File: src/awcr_pkg.sv
package awcr_pkg;

  // Wall table depth and the widths that follow from it.
  localparam int MAX_WALLS = 64;
  localparam int WALL_AW   = $clog2(MAX_WALLS);
  localparam int WALL_CW   = $clog2(MAX_WALLS + 1);

  // Configuration register indexes.
  localparam logic [1:0] CFG_WALL_COUNT = 2'd0;
  localparam logic [1:0] CFG_MAP_WIDTH  = 2'd1;
  localparam logic [1:0] CFG_MAP_HEIGHT = 2'd2;

  // Commands carried by an input item.
  localparam logic CMD_WRITE_WALL = 1'b0;
  localparam logic CMD_MOVE       = 1'b1;

  typedef struct packed {
    logic               command;
    logic [5:0]         wall_index;
    logic signed [15:0] rect_left;
    logic signed [15:0] rect_top;
    logic [14:0]        rect_width;
    logic [14:0]        rect_height;
    logic signed [15:0] step_x;
    logic signed [15:0] step_y;
  } in_item_t;

  typedef struct packed {
    logic signed [15:0] granted_x;
    logic signed [15:0] granted_y;
    logic signed [15:0] new_left;
    logic signed [15:0] new_top;
  } out_item_t;

  typedef struct packed {
    logic signed [15:0] left;
    logic signed [15:0] top;
    logic [14:0]        width;
    logic [14:0]        height;
  } wall_t;

  // Unmoved player rectangle with its far edges already summed.
  typedef struct packed {
    logic signed [17:0] left;
    logic signed [17:0] top;
    logic signed [17:0] right;
    logic signed [17:0] bottom;
    logic               has_area;
  } player_t;

  typedef enum logic [1:0] {
    S_IDLE,
    S_RUN,
    S_EMIT
  } state_t;

  function automatic logic signed [17:0] sx18(input logic [15:0] v);
    sx18 = $signed({{2{v[15]}}, v});
  endfunction

  function automatic logic signed [17:0] zx18(input logic [14:0] v);
    zx18 = $signed({3'b000, v});
  endfunction

endpackage

File: src/awcr_wall_ram.sv
module awcr_wall_ram (
  input  logic                   clk,
  input  logic                   wr_en,
  input  logic [awcr_pkg::WALL_AW-1:0] wr_addr,
  input  awcr_pkg::wall_t        wr_data,
  input  logic                   rd_en,
  input  logic [awcr_pkg::WALL_AW-1:0] rd_addr,
  output awcr_pkg::wall_t        rd_data
);
  import awcr_pkg::*;

  wall_t mem [MAX_WALLS];
  wall_t rd_data_r;

  always_ff @(posedge clk) begin
    if (wr_en) begin
      mem[wr_addr] <= wr_data;
    end
  end

  always_ff @(posedge clk) begin
    if (rd_en) begin
      rd_data_r <= mem[rd_addr];
    end
  end

  assign rd_data = rd_data_r;

endmodule

File: src/awcr_step_unit.sv
module awcr_step_unit (
  input  awcr_pkg::player_t  ply,
  input  awcr_pkg::wall_t    wall,
  input  logic [14:0]        map_w,
  input  logic [14:0]        map_h,
  input  logic signed [15:0] mx_in,
  input  logic signed [15:0] my_in,
  output logic signed [15:0] mx_out,
  output logic signed [15:0] my_out
);
  import awcr_pkg::*;

  logic signed [17:0] mx, my;
  logic signed [17:0] nl, nt, nr, nb;
  logic signed [17:0] wl, wt, wr, wb;
  logic               out_x, out_y;
  logic               overlap, xspan, yspan, block_x, block_y;

  always_comb begin
    mx = sx18(mx_in);
    my = sx18(my_in);

    // Next rectangle from the current movement.
    nl = ply.left + mx;
    nr = ply.right + mx;
    nt = ply.top + my;
    nb = ply.bottom + my;

    wl = sx18(wall.left);
    wt = sx18(wall.top);
    wr = wl + zx18(wall.width);
    wb = wt + zx18(wall.height);

    out_y = (nb > zx18(map_h)) || nt[17];
    out_x = (nr > zx18(map_w)) || nl[17];

    // Strict overlap: both rectangles need area, and each edge pair crosses.
    overlap = ply.has_area && (wall.width != '0) && (wall.height != '0) &&
              (wl < nr) && (nl < wr) && (wt < nb) && (nt < wb);

    xspan = (ply.left < wr) && (ply.right > wl);
    yspan = (ply.top < wb) && (ply.bottom > wt);

    block_y = xspan && (((ply.top < wt) && (ply.bottom < wb)) ||
                        ((ply.top > wt) && (ply.bottom > wb)));
    block_x = yspan && (((ply.left < wl) && (ply.right < wr)) ||
                        ((ply.left > wl) && (ply.right > wr)));

    mx_out = (out_x || (overlap && block_x)) ? '0 : mx_in;
    my_out = (out_y || (overlap && block_y)) ? '0 : my_in;
  end

endmodule

File: src/aabb_wall_collision_resolver.sv
// A move item is taken in S_IDLE. In S_RUN the single step unit checks one wall per
// cycle behind the registered table read, over wall_count clamped to the table depth
// (no reads with no walls), and a last evaluation drains the read pipeline. S_EMIT
// then loads the output register and returns to S_IDLE to take the next item; a new
// item is not accepted until the move is through. A result still waiting on out_ready
// holds the next move in S_EMIT. Write items leave the sequencer in S_IDLE.
// Reset (synchronous, rst_n low) idles the sequencer, drops out_valid and sets
// wall_count to 0 and both map bounds to 32767; the wall table is not cleared.
module aabb_wall_collision_resolver (
  input  logic                clk,
  input  logic                rst_n,
  input  logic                in_valid,
  output logic                in_ready,
  input  awcr_pkg::in_item_t  in_data,
  output logic                out_valid,
  input  logic                out_ready,
  output awcr_pkg::out_item_t out_data,
  input  logic                cfg_we,
  input  logic [1:0]          cfg_index,
  input  logic [14:0]         cfg_wdata
);
  import awcr_pkg::*;

  // Configuration registers.
  logic [6:0]  wall_count_r;
  logic [14:0] map_w_r;
  logic [14:0] map_h_r;

  // Sequencer state and move context.
  state_t             state_r, state_nxt;
  logic [WALL_CW-1:0] idx_r, idx_nxt;
  logic [WALL_CW-1:0] n_r, n_nxt;
  logic               eval_vld_r, eval_vld_nxt;
  player_t            ply_r, ply_nxt;
  logic signed [15:0] mx_r, mx_nxt;
  logic signed [15:0] my_r, my_nxt;

  // Output register, which lets a new item in while a result waits.
  logic               out_valid_r, out_valid_nxt;
  out_item_t          out_data_r, out_data_nxt;

  logic               accept, accept_move, ram_we, ram_re;
  logic [WALL_CW-1:0] n_clamped;
  wall_t              wall_wr, wall_rd;
  logic signed [15:0] step_mx, step_my;
  logic signed [17:0] sum_x, sum_y;

  assign in_ready    = (state_r == S_IDLE);
  assign accept      = in_valid && in_ready;
  assign accept_move = accept && (in_data.command == CMD_MOVE);

  // A write outside the table is dropped.
  assign ram_we = accept && (in_data.command == CMD_WRITE_WALL) &&
                  ({1'b0, in_data.wall_index} < 7'(MAX_WALLS));
  assign ram_re = (state_r == S_RUN) && (idx_r < n_r);

  assign wall_wr = '{left:   in_data.rect_left,
                     top:    in_data.rect_top,
                     width:  in_data.rect_width,
                     height: in_data.rect_height};

  assign n_clamped = (wall_count_r > 7'(MAX_WALLS)) ? WALL_CW'(MAX_WALLS)
                                                     : WALL_CW'(wall_count_r);

  awcr_wall_ram u_wall_ram (
    .clk     (clk),
    .wr_en   (ram_we),
    .wr_addr (in_data.wall_index[WALL_AW-1:0]),
    .wr_data (wall_wr),
    .rd_en   (ram_re),
    .rd_addr (idx_r[WALL_AW-1:0]),
    .rd_data (wall_rd)
  );

  // The shared step unit applies one wall to the running movement.
  awcr_step_unit u_step (
    .ply    (ply_r),
    .wall   (wall_rd),
    .map_w  (map_w_r),
    .map_h  (map_h_r),
    .mx_in  (mx_r),
    .my_in  (my_r),
    .mx_out (step_mx),
    .my_out (step_my)
  );

  // Final position sums, saturated to 16 bits when the result is loaded.
  assign sum_x = ply_r.left + sx18(mx_r);
  assign sum_y = ply_r.top + sx18(my_r);

  function automatic logic signed [15:0] sat16(input logic signed [17:0] v);
    if (v > 18'sd32767) begin
      sat16 = 16'sh7fff;
    end else if (v < -18'sd32768) begin
      sat16 = 16'sh8000;
    end else begin
      sat16 = v[15:0];
    end
  endfunction

  always_comb begin
    state_nxt     = state_r;
    idx_nxt       = idx_r;
    n_nxt         = n_r;
    eval_vld_nxt  = 1'b0;
    ply_nxt       = ply_r;
    mx_nxt        = mx_r;
    my_nxt        = my_r;
    out_valid_nxt = out_valid_r && !out_ready;
    out_data_nxt  = out_data_r;

    unique case (state_r)
      S_IDLE: begin
        if (accept_move) begin
          // Capture the unmoved player with its far edges precomputed.
          ply_nxt.left     = sx18(in_data.rect_left);
          ply_nxt.top      = sx18(in_data.rect_top);
          ply_nxt.right    = sx18(in_data.rect_left) + zx18(in_data.rect_width);
          ply_nxt.bottom   = sx18(in_data.rect_top) + zx18(in_data.rect_height);
          ply_nxt.has_area = (in_data.rect_width != '0) && (in_data.rect_height != '0);
          mx_nxt           = in_data.step_x;
          my_nxt           = in_data.step_y;
          idx_nxt          = '0;
          n_nxt            = n_clamped;
          state_nxt        = S_RUN;
        end
      end
      S_RUN: begin
        // Each table read is registered, so the step unit applies a wall in the cycle after its read.
        if (ram_re) begin
          idx_nxt      = idx_r + 1'b1;
          eval_vld_nxt = 1'b1;
        end
        if (eval_vld_r) begin
          mx_nxt = step_mx;
          my_nxt = step_my;
        end
        if (!ram_re && !eval_vld_r) begin
          state_nxt = S_EMIT;
        end
      end
      S_EMIT: begin
        if (!out_valid_r || out_ready) begin
          out_valid_nxt          = 1'b1;
          out_data_nxt.granted_x = mx_r;
          out_data_nxt.granted_y = my_r;
          out_data_nxt.new_left  = sat16(sum_x);
          out_data_nxt.new_top   = sat16(sum_y);
          state_nxt              = S_IDLE;
        end
      end
      default: begin
        state_nxt = S_IDLE;
      end
    endcase
  end

  always_ff @(posedge clk) begin
    if (!rst_n) begin
      state_r     <= S_IDLE;
      idx_r       <= '0;
      n_r         <= '0;
      eval_vld_r  <= 1'b0;
      out_valid_r <= 1'b0;
    end else begin
      state_r     <= state_nxt;
      idx_r       <= idx_nxt;
      n_r         <= n_nxt;
      eval_vld_r  <= eval_vld_nxt;
      out_valid_r <= out_valid_nxt;
    end
  end

  always_ff @(posedge clk) begin
    ply_r      <= ply_nxt;
    mx_r       <= mx_nxt;
    my_r       <= my_nxt;
    out_data_r <= out_data_nxt;
  end

  // Configuration writes; an index past the last register is ignored.
  always_ff @(posedge clk) begin
    if (!rst_n) begin
      wall_count_r <= '0;
      map_w_r      <= 15'h7fff;
      map_h_r      <= 15'h7fff;
    end else if (cfg_we) begin
      unique case (cfg_index)
        CFG_WALL_COUNT: wall_count_r <= cfg_wdata[6:0];
        CFG_MAP_WIDTH:  map_w_r      <= cfg_wdata;
        CFG_MAP_HEIGHT: map_h_r      <= cfg_wdata;
        default:        ;
      endcase
    end
  end

  assign out_valid = out_valid_r;
  assign out_data  = out_data_r;

  // The step unit only ever sees read data while a move is running.
  a_eval_in_run: assert property (@(posedge clk) disable iff (!rst_n)
    eval_vld_r |-> (state_r == S_RUN))
    else $error("wall evaluated outside a move");

  // The wall pointer never runs past the clamped wall count.
  a_idx_bound: assert property (@(posedge clk) disable iff (!rst_n)
    (state_r == S_RUN) |-> (idx_r <= n_r) && (n_r <= WALL_CW'(MAX_WALLS)))
    else $error("wall pointer out of range");

  // A write item never starts the sequencer.
  a_write_stays_idle: assert property (@(posedge clk) disable iff (!rst_n)
    (accept && (in_data.command == CMD_WRITE_WALL)) |=> (state_r == S_IDLE))
    else $error("write item left the idle state");

  // A move always leaves idle and is later loaded into the output register.
  a_move_starts: assert property (@(posedge clk) disable iff (!rst_n)
    accept_move |=> (state_r == S_RUN))
    else $error("move item did not start");

  a_emit_loads: assert property (@(posedge clk) disable iff (!rst_n)
    ((state_r == S_EMIT) && (!out_valid_r || out_ready)) |=>
      (out_valid_r && (state_r == S_IDLE)))
    else $error("finished move not loaded into the output register");

endmodule
File: config.mk
export PLATFORM = sky130hd
export DESIGN_NAME = aabb_wall_collision_resolver
export DESIGN_NICKNAME = d
export VERILOG_FILES = /design/src/awcr_pkg.sv /design/src/awcr_wall_ram.sv /design/src/awcr_step_unit.sv /design/src/aabb_wall_collision_resolver.sv
export SDC_FILE = /design/constraint.sdc
export NUM_CORES = 2
export LEC_CHECK = 0
export ABC_AREA = 1
export BUFFER_PORTS_ARGS = -buffer_cell sky130_fd_sc_hd__buf_2
export CAP_MARGIN = 20
export CORE_MARGIN = 2
export CORE_UTILIZATION = 40
export CTS_CLUSTER_DIAMETER = 30
export DETAILED_ROUTE_END_ITERATION = 7
export PLACE_DENSITY = 0.57
export SYNTH_ARGS = -nofsm -noshare
export SYNTH_HDL_FRONTEND = slang
export SYNTH_SLANG_ARGS = --single-unit
File: constraint.sdc
create_clock -name clk -period 7.15 [get_ports clk]
set_clock_uncertainty 0.15 [all_clocks]
set_input_delay 0.715 -clock clk [delete_from_list [all_inputs] [get_ports clk]]
set_output_delay 0.715 -clock clk [all_outputs]
set_load 0.01 [all_outputs]
=== Word-level counts from Yosys, hierarchy flattened ===
Memory sizes are Yosys's and may differ from the RTL's. A register that Yosys moved wholly into a read port is not among the register bits.
Cells that the tools add are included.

* Add/sub/neg operators: 9
* $lt $le $gt $ge: 24
* Equal/unequal tests: 11
* Muxes and demuxes: 23
* Bitwise gates (word level): 1
* Reduce and logical (&&, ||, !) cells: 51

{| class="wikitable"
|+ Operator list
! kind !! count
|-
| $mux 16 || 8
|-
| $add 16x16->17 || 6
|-
| $gt 18x16->1 || 4
|-
| $pmux 16 s2 || 2
|-
| $reduce_bool 15->1 || 4
|-
| $add 18x16->18 || 2
|-
| $gt 18x17->1 || 2
|-
| $lt 16x18->1 || 2
|-
| $lt 18x17->1 || 2
|-
| $gt 17x16->1 const B || 2
|-
| $lt 16x17->1 || 2
|-
| $lt 17x16->1 const B || 2
|-
| $lt 17x17->1 || 2
|-
| $gt 16x16->1 || 2
|-
| $lt 16x16->1 || 2
|-
| $logic_and 1x1->1 || 23
|-
| $mux 7 || 3
|-
| $pmux 7 s2 || 1
|-
| $reduce_and 2->1 || 6
|-
| $ne 2x1->1 const B || 4
|-
| $reduce_and 4->1 || 2
|-
| $add 7x1->7 const B || 1
|-
| $gt 7x7->1 const B || 1
|-
| $logic_or 1x1->1 || 7
|-
| other kinds (12) || 27
|}

* Register bits after elaboration: 220
* RAM bits: 3968
* Input port bits: 123
* Output and inout bits: 66
* Word-level logic and storage cells: 139
* Memories kept: 1

{| class="wikitable"
|+ Memory list
! memory !! words !! width !! read ports !! clocked after Yosys merged registers in !! wr ports !! RTL line !! source
|-
| u_wall_ram.mem || 64 || 62 || 1 || 1 || 1 || awcr_wall_ram.sv:12 || <nowiki>wall_t mem [MAX_WALLS];</nowiki>
|}

=== Depth between registers and ports, before layout ===
* Depth in word-level cells: 12
* Depth in mapped cells: 31

=== Cells and area by module ===
Synthesis repeated with hierarchy kept, for this count alone.

* Cells, all modules: 16039
* Area, all modules: 183288.3 um^2

{| class="wikitable"
|+ Modules (own cells, without submodules)
! module !! times used !! cells an instance !! area an instance (um^2) !! seq. area each (um^2)
|-
| awcr_wall_ram || 1 || 13039 || 161099.5 || 121016.1
|-
| aabb_wall_collision_resolver || 1 || 1277 || 11373.4 || 5995.8
|-
| awcr_step_unit || 1 || 1723 || 10815.4 || 0.0
|}

=== Worst setup path after synthesis ===
OpenSTA, ideal clock, no wires.

* Path kind: input to register
* Start point: input in_valid
* End point: register mx_r[0], enable pin
* Arrival time: 5.327 ns
* Data required time: 6.606 ns
* Slack: 1.279 ns
* Stages on the path: 6
* Path buffers: 0
* Path through: nand2_1 > nor2_1 > inv_1 > o21ai_0 > inv_1 > a21oi_1

* Cells in the longest elaborated chain, start to end: 4

{| class="wikitable"
|+ Ends and longest elaborated chain
! element !! RTL line !! source
|-
| start, declared || aabb_wall_collision_resolver.sv:12 || <nowiki>input logic in_valid,</nowiki>
|-
| $logic_and 1x1->1 || aabb_wall_collision_resolver.sv:49 || <nowiki>assign accept = in_valid && in_ready;</nowiki>
|-
| $logic_and 1x1->1 || aabb_wall_collision_resolver.sv:50 || <nowiki>assign accept_move = accept && (in_data.command == CMD_MOVE);</nowiki>
|-
| $ne 2x1->1 (no source line) || -- ||
|-
| $reduce_and 4->1 (no source line) || -- ||
|-
| end signal, assigned || aabb_wall_collision_resolver.sv:176 || <nowiki>mx_r <= mx_nxt;</nowiki>
|-
| end, declared || aabb_wall_collision_resolver.sv:35 || <nowiki>logic signed [15:0] mx_r, mx_nxt;</nowiki>
|}

Every way passes these cells.
A chain may end at the register's enable or synchronous reset.

=== Worst setup path in the final report ===
* Start point: register my_r[0]
* End point: register mx_r[1], enable pin

* Cells in the longest elaborated chain, start to end: 8

{| class="wikitable"
|+ Ends and longest elaborated chain
! element !! RTL line !! source
|-
| start, declared || aabb_wall_collision_resolver.sv:36 || <nowiki>logic signed [15:0] my_r, my_nxt;</nowiki>
|-
| start signal, assigned || aabb_wall_collision_resolver.sv:177 || <nowiki>my_r <= my_nxt;</nowiki>
|-
| $add 18x16->18 || awcr_step_unit.sv:27 || <nowiki>nb = ply.bottom + my;</nowiki>
|-
| $lt 16x18->1 || awcr_step_unit.sv:39 || <nowiki>(wl < nr) && (nl < wr) && (wt < nb) && (nt < wb);</nowiki>
|-
| $logic_and 1x1->1 || awcr_step_unit.sv:39 ||
|-
| $logic_and 1x1->1 (*) || awcr_step_unit.sv:39 ||
|-
| $logic_and 1x1->1 (*) || awcr_step_unit.sv:49 || <nowiki>mx_out = (out_x || (overlap && block_x)) ? '0 : mx_in;</nowiki>
|-
| $logic_or 1x1->1 (*) || awcr_step_unit.sv:49 ||
|-
| $ne 2x1->1 (no source line) (*) || -- ||
|-
| $reduce_and 4->1 (no source line) (*) || -- ||
|}

Every way passes the cells marked *; elsewhere a longest branch is shown, timed or not.

==> reports/results.ini <==
[global_routing]
gr-total-overflow=0
grt_max_degree=189
grt_use_total=0.267
grt_antenna_before_repair=66
grt_pass1_vias=113000
grt_pass1_wl_mm=846

[power]
p_sw_frac=0.293
powerDensity_nw_per_um2=370
irDropWorstVdd_mv=0.266
clockPowerShare=0.455
seq_power_share=0.366
intPower_w=0.0545
combinationalPowerShare=0.179
total_power_w=0.0772
leakagePower_nw=70.7
p_sw_w=0.0226

[clocking]
cts_buffers=721
cts_num_sinks=4248
htree_num_levels=6
clk_latency_ns=1.06
cts-root-buf=clkbuf_16
clock_path_buffers=4
cts_tree=yes
clk_pin_slew_ns=0.05

[yosys]
synth.distinct_cells=60
async_flop_share=0
ys_ff_latch=4248
synth-seq-area-share=0.731
yosysWarningCount=0
synth_most_common_cell=edfxtp_1
synth_area_um2=174000
ys.flop_type=edfxtp_1
synth.avg_cell_area_um2=13.0
synth_edf_count=4193
synth_cells=13400
synth_area_leaders=edfxtp_1 (72%), o21ai_0 (5.9%), nor2_1 (4.8%)
synth_top_area_cell=edfxtp_1
synth_top_area_frac=0.724
ys_top_cells_by_count=edfxtp_1 (4193), nor2_1 (2216), o21ai_0 (2050), nand2_1 (940), clkbuf_1 (685)
syn_nets=13800

[finish]
nets=14300
multi_input_area_um2=42600
drive_above_1_share=0.126
num-fill-cells=37600
layout-area-overhead-vs-synth_pct=20.1
final-seq-area_um2=127000
utilization=0.481

[critical_path]
startpoint=my_r[0]$_SDFFCE_PP0P_
cp_num_cells=30
crit_path_end_kind=flip-flop
crit_type=reg -> reg
crit_buf_inv=4
cp_max_fo=16
rr_worst_depth=30
crit_path_top_delay_cell=fa_1
cp.required_ns=7.75
r2r-start=my_r[0]$_SDFFCE_PP0P_
rr_endpoint=mx_r[1]$_SDFFCE_PP0P_
r2r_setup_slack_ns=1.43
cpPeakStageDelay_ns=0.41
cp_top_family=simple AND/OR/NAND/NOR gates
start_kind=flip-flop
cp.arrival_ns=6.32
endpoint=mx_r[1]$_SDFFCE_PP0P_

[floorplanning]
coreArea_um2=434000
dieArea_um2=440000
rows=242
initial_core_util=0.401
die_h_um=663
ioPinCount=189
die_x_um=663

[outcome]
outcome=completed

[run]
drv_cap=0

[timing]
maxSlewHeadroom=0.143
period_needed_ns=5.72
fin_hold_ws_ns=0.0539
finalSetupTns_ns=0
setup_viol=0
tightest_slew_ns=1.29
slew_viol_final=0
rsz0062_at_grt=no
timing.fmax_mhz=175
finalHoldViolations=0
period_share=0.799

[worst_hold_path]
min_path_type=in -> reg

[drt]
drtIter0Drc=16300
drc_errors=0
wl_per_cell_um=30.0
dr_total_vias=121000
routed_wl_mm=607
dr.pass1.iters=6
viasPerCell=5.97
detail-route-antenna-nets=0

[placement]
hpwlAfterDp_mm=337
port_buffers=188
gp_congestion=0.882

[power by group through the flow]
stage                     clock [W]  sequential (W)  combinational (W)
after floorplan                   0          0.0286            0.00886
after global placement            0          0.0287             0.0135
after detailed placement          0          0.0287             0.0136
after CTS                    0.0353          0.0282             0.0137
after global routing         0.0365          0.0282             0.0152
final                        0.0351          0.0282             0.0138
[cell families (layout without fill, tap and decap cells)]
family / count (synthesis) / in the layout / synth area share
flip-flops: 4248 / 4248 / 0.731
AO/OA/AOI/OAI: 3719 / 3719 / 0.125
buffers and inverters: 1233 / 2334 / 0.0276
AND/OR/NAND/NOR: 3725 / 3725 / 0.0859
XOR/XNOR: 103 / 103 / 0.00527
adder cells (fa/ha/maj): 346 / 346 / 0.0252
other: 0 / 52 / 0
[routing by layer]
| metal | vias up | wire (um) | track usage |
|---|---|---|---|
| met5 | - | 100 | 0 |
| met4 | 14 | 24500 | 0.103 |
| met3 | 1186 | 64400 | 0.0545 |
| met2 | 7027 | 278000 | 0.419 |
| met1 | 61100 | 240000 | 0.365 |
| li1 | 51700 | - | - |
[how the worst min path moves through the flow]
stage	start	end	slack, ns	depth (start not counted)
after global routing	in_data[42]	u_wall_ram.mem[59][10]$_DFFE_PP_	0.02	1
final	in_data[52]	u_wall_ram.mem[16][20]$_DFFE_PP_	0.05	2
after global placement	map_w_r[11]$_SDFFE_PN1P_	map_w_r[11]$_SDFFE_PN1P_	0.32	2
after detailed placement	map_w_r[11]$_SDFFE_PN1P_	map_w_r[11]$_SDFFE_PN1P_	0.32	2
after CTS	rst_n	map_w_r[12]$_SDFFE_PN1P_	0.002	2
after floorplan	map_w_r[0]$_SDFFE_PN1P_	map_w_r[0]$_SDFFE_PN1P_	0.29	2
[worst register-to-register path, delay by kind of cell (launching register included)]
family / cells / cell delay (ns)
and+or+nand+nor: 16 / 1.96
xor gates and xnor gates: 1 / 0.22
buffers and inverters: 4 / 0.50
AOI/OAI and AO/OA: 6 / 1.35
DFF: 1 / 0.37
adders and majority gates: 3 / 0.87
[cells in the final DEF, fill, tap and decap left out, types with 10 or more instances in the layout]
| master | Yosys | layout |
|---|---|---|
| nor4_1 | 14 | 14 |
| inv_6 | 0 | 70 |
| buf_12 | 0 | 92 |
| clkbuf_16 | 0 | 727 |
| clkinv_2 | 1 | 109 |
| a21oi_1 | 285 | 284 |
| nand2_1 | 940 | 939 |
| diode_2 | 0 | 52 |
| clkbuf_1 | 685 | 76 |
| clkinv_1 | 4 | 95 |
| clkinv_8 | 0 | 12 |
| xnor2_1 | 25 | 25 |
| nor2_1 | 2216 | 2147 |
| buf_2 | 114 | 188 |
| inv_8 | 0 | 19 |
| edfxtp_1 | 4193 | 4193 |
| a221o_1 | 36 | 36 |
| nor3_1 | 31 | 29 |
| a21o_1 | 10 | 10 |
| inv_1 | 379 | 377 |
| o22ai_1 | 611 | 611 |
| nand3_1 | 375 | 375 |
| o211ai_1 | 147 | 147 |
| inv_16 | 0 | 15 |
| xor2_1 | 76 | 76 |
| nand4_1 | 121 | 121 |
| a31oi_1 | 101 | 101 |
| buf_4 | 4 | 267 |
| o221ai_1 | 387 | 387 |
| bufinv_16 | 0 | 105 |
| dlygate4sd3_1 | 0 | 62 |
| nor2_4 | 2 | 71 |
| clkinv_4 | 0 | 53 |
| ha_1 | 338 | 338 |
| o21bai_1 | 20 | 20 |
| clkinvlp_4 | 0 | 58 |
| dfxtp_1 | 55 | 50 |
| o21a_1 | 12 | 12 |
| o21ai_0 | 2050 | 2050 |
[layout make-up]
type                    instances  share of cell area
clock inverters               535              0.0308
clock buffers                 803              0.0885
multi-input cells            7893               0.204
well taps                    5734              0.0344
flip-flops and latches       4248               0.609
repair buffers                609              0.0259
diodes                         52            0.000623
inverters                     387             0.00717
[state kept, by name, summed over array words and instances, names as in the netlist, 15 cells and up]
signal and cells:
u_wall_ram.mem 3968, ply_r 67, out_data 64, u_wall_ram.rd_data 62, mx_r 16, my_r 16
map_h_r 15, map_w_r 15
[what timing repair did]
action | CTS | global route
endpoints found under the hold margin | 132 | 0
gates resized for setup | 0 | 0
hold buffers | 62 | 0
setup buffers | 0 | 0
[per-stage QoR]
step	cell area [um2]	setup slack [ns]	instances
3_3_place_gp	183000	1.16	18800
4_1_cts	209000	1.49	20200
6_report	209000	1.43	20300
5_1_grt	209000	0.930	20200
2_1_floorplan	174000	1.28	13400
3_5_place_dp	183000	1.51	18800
(Power assumes the default switching activity.)
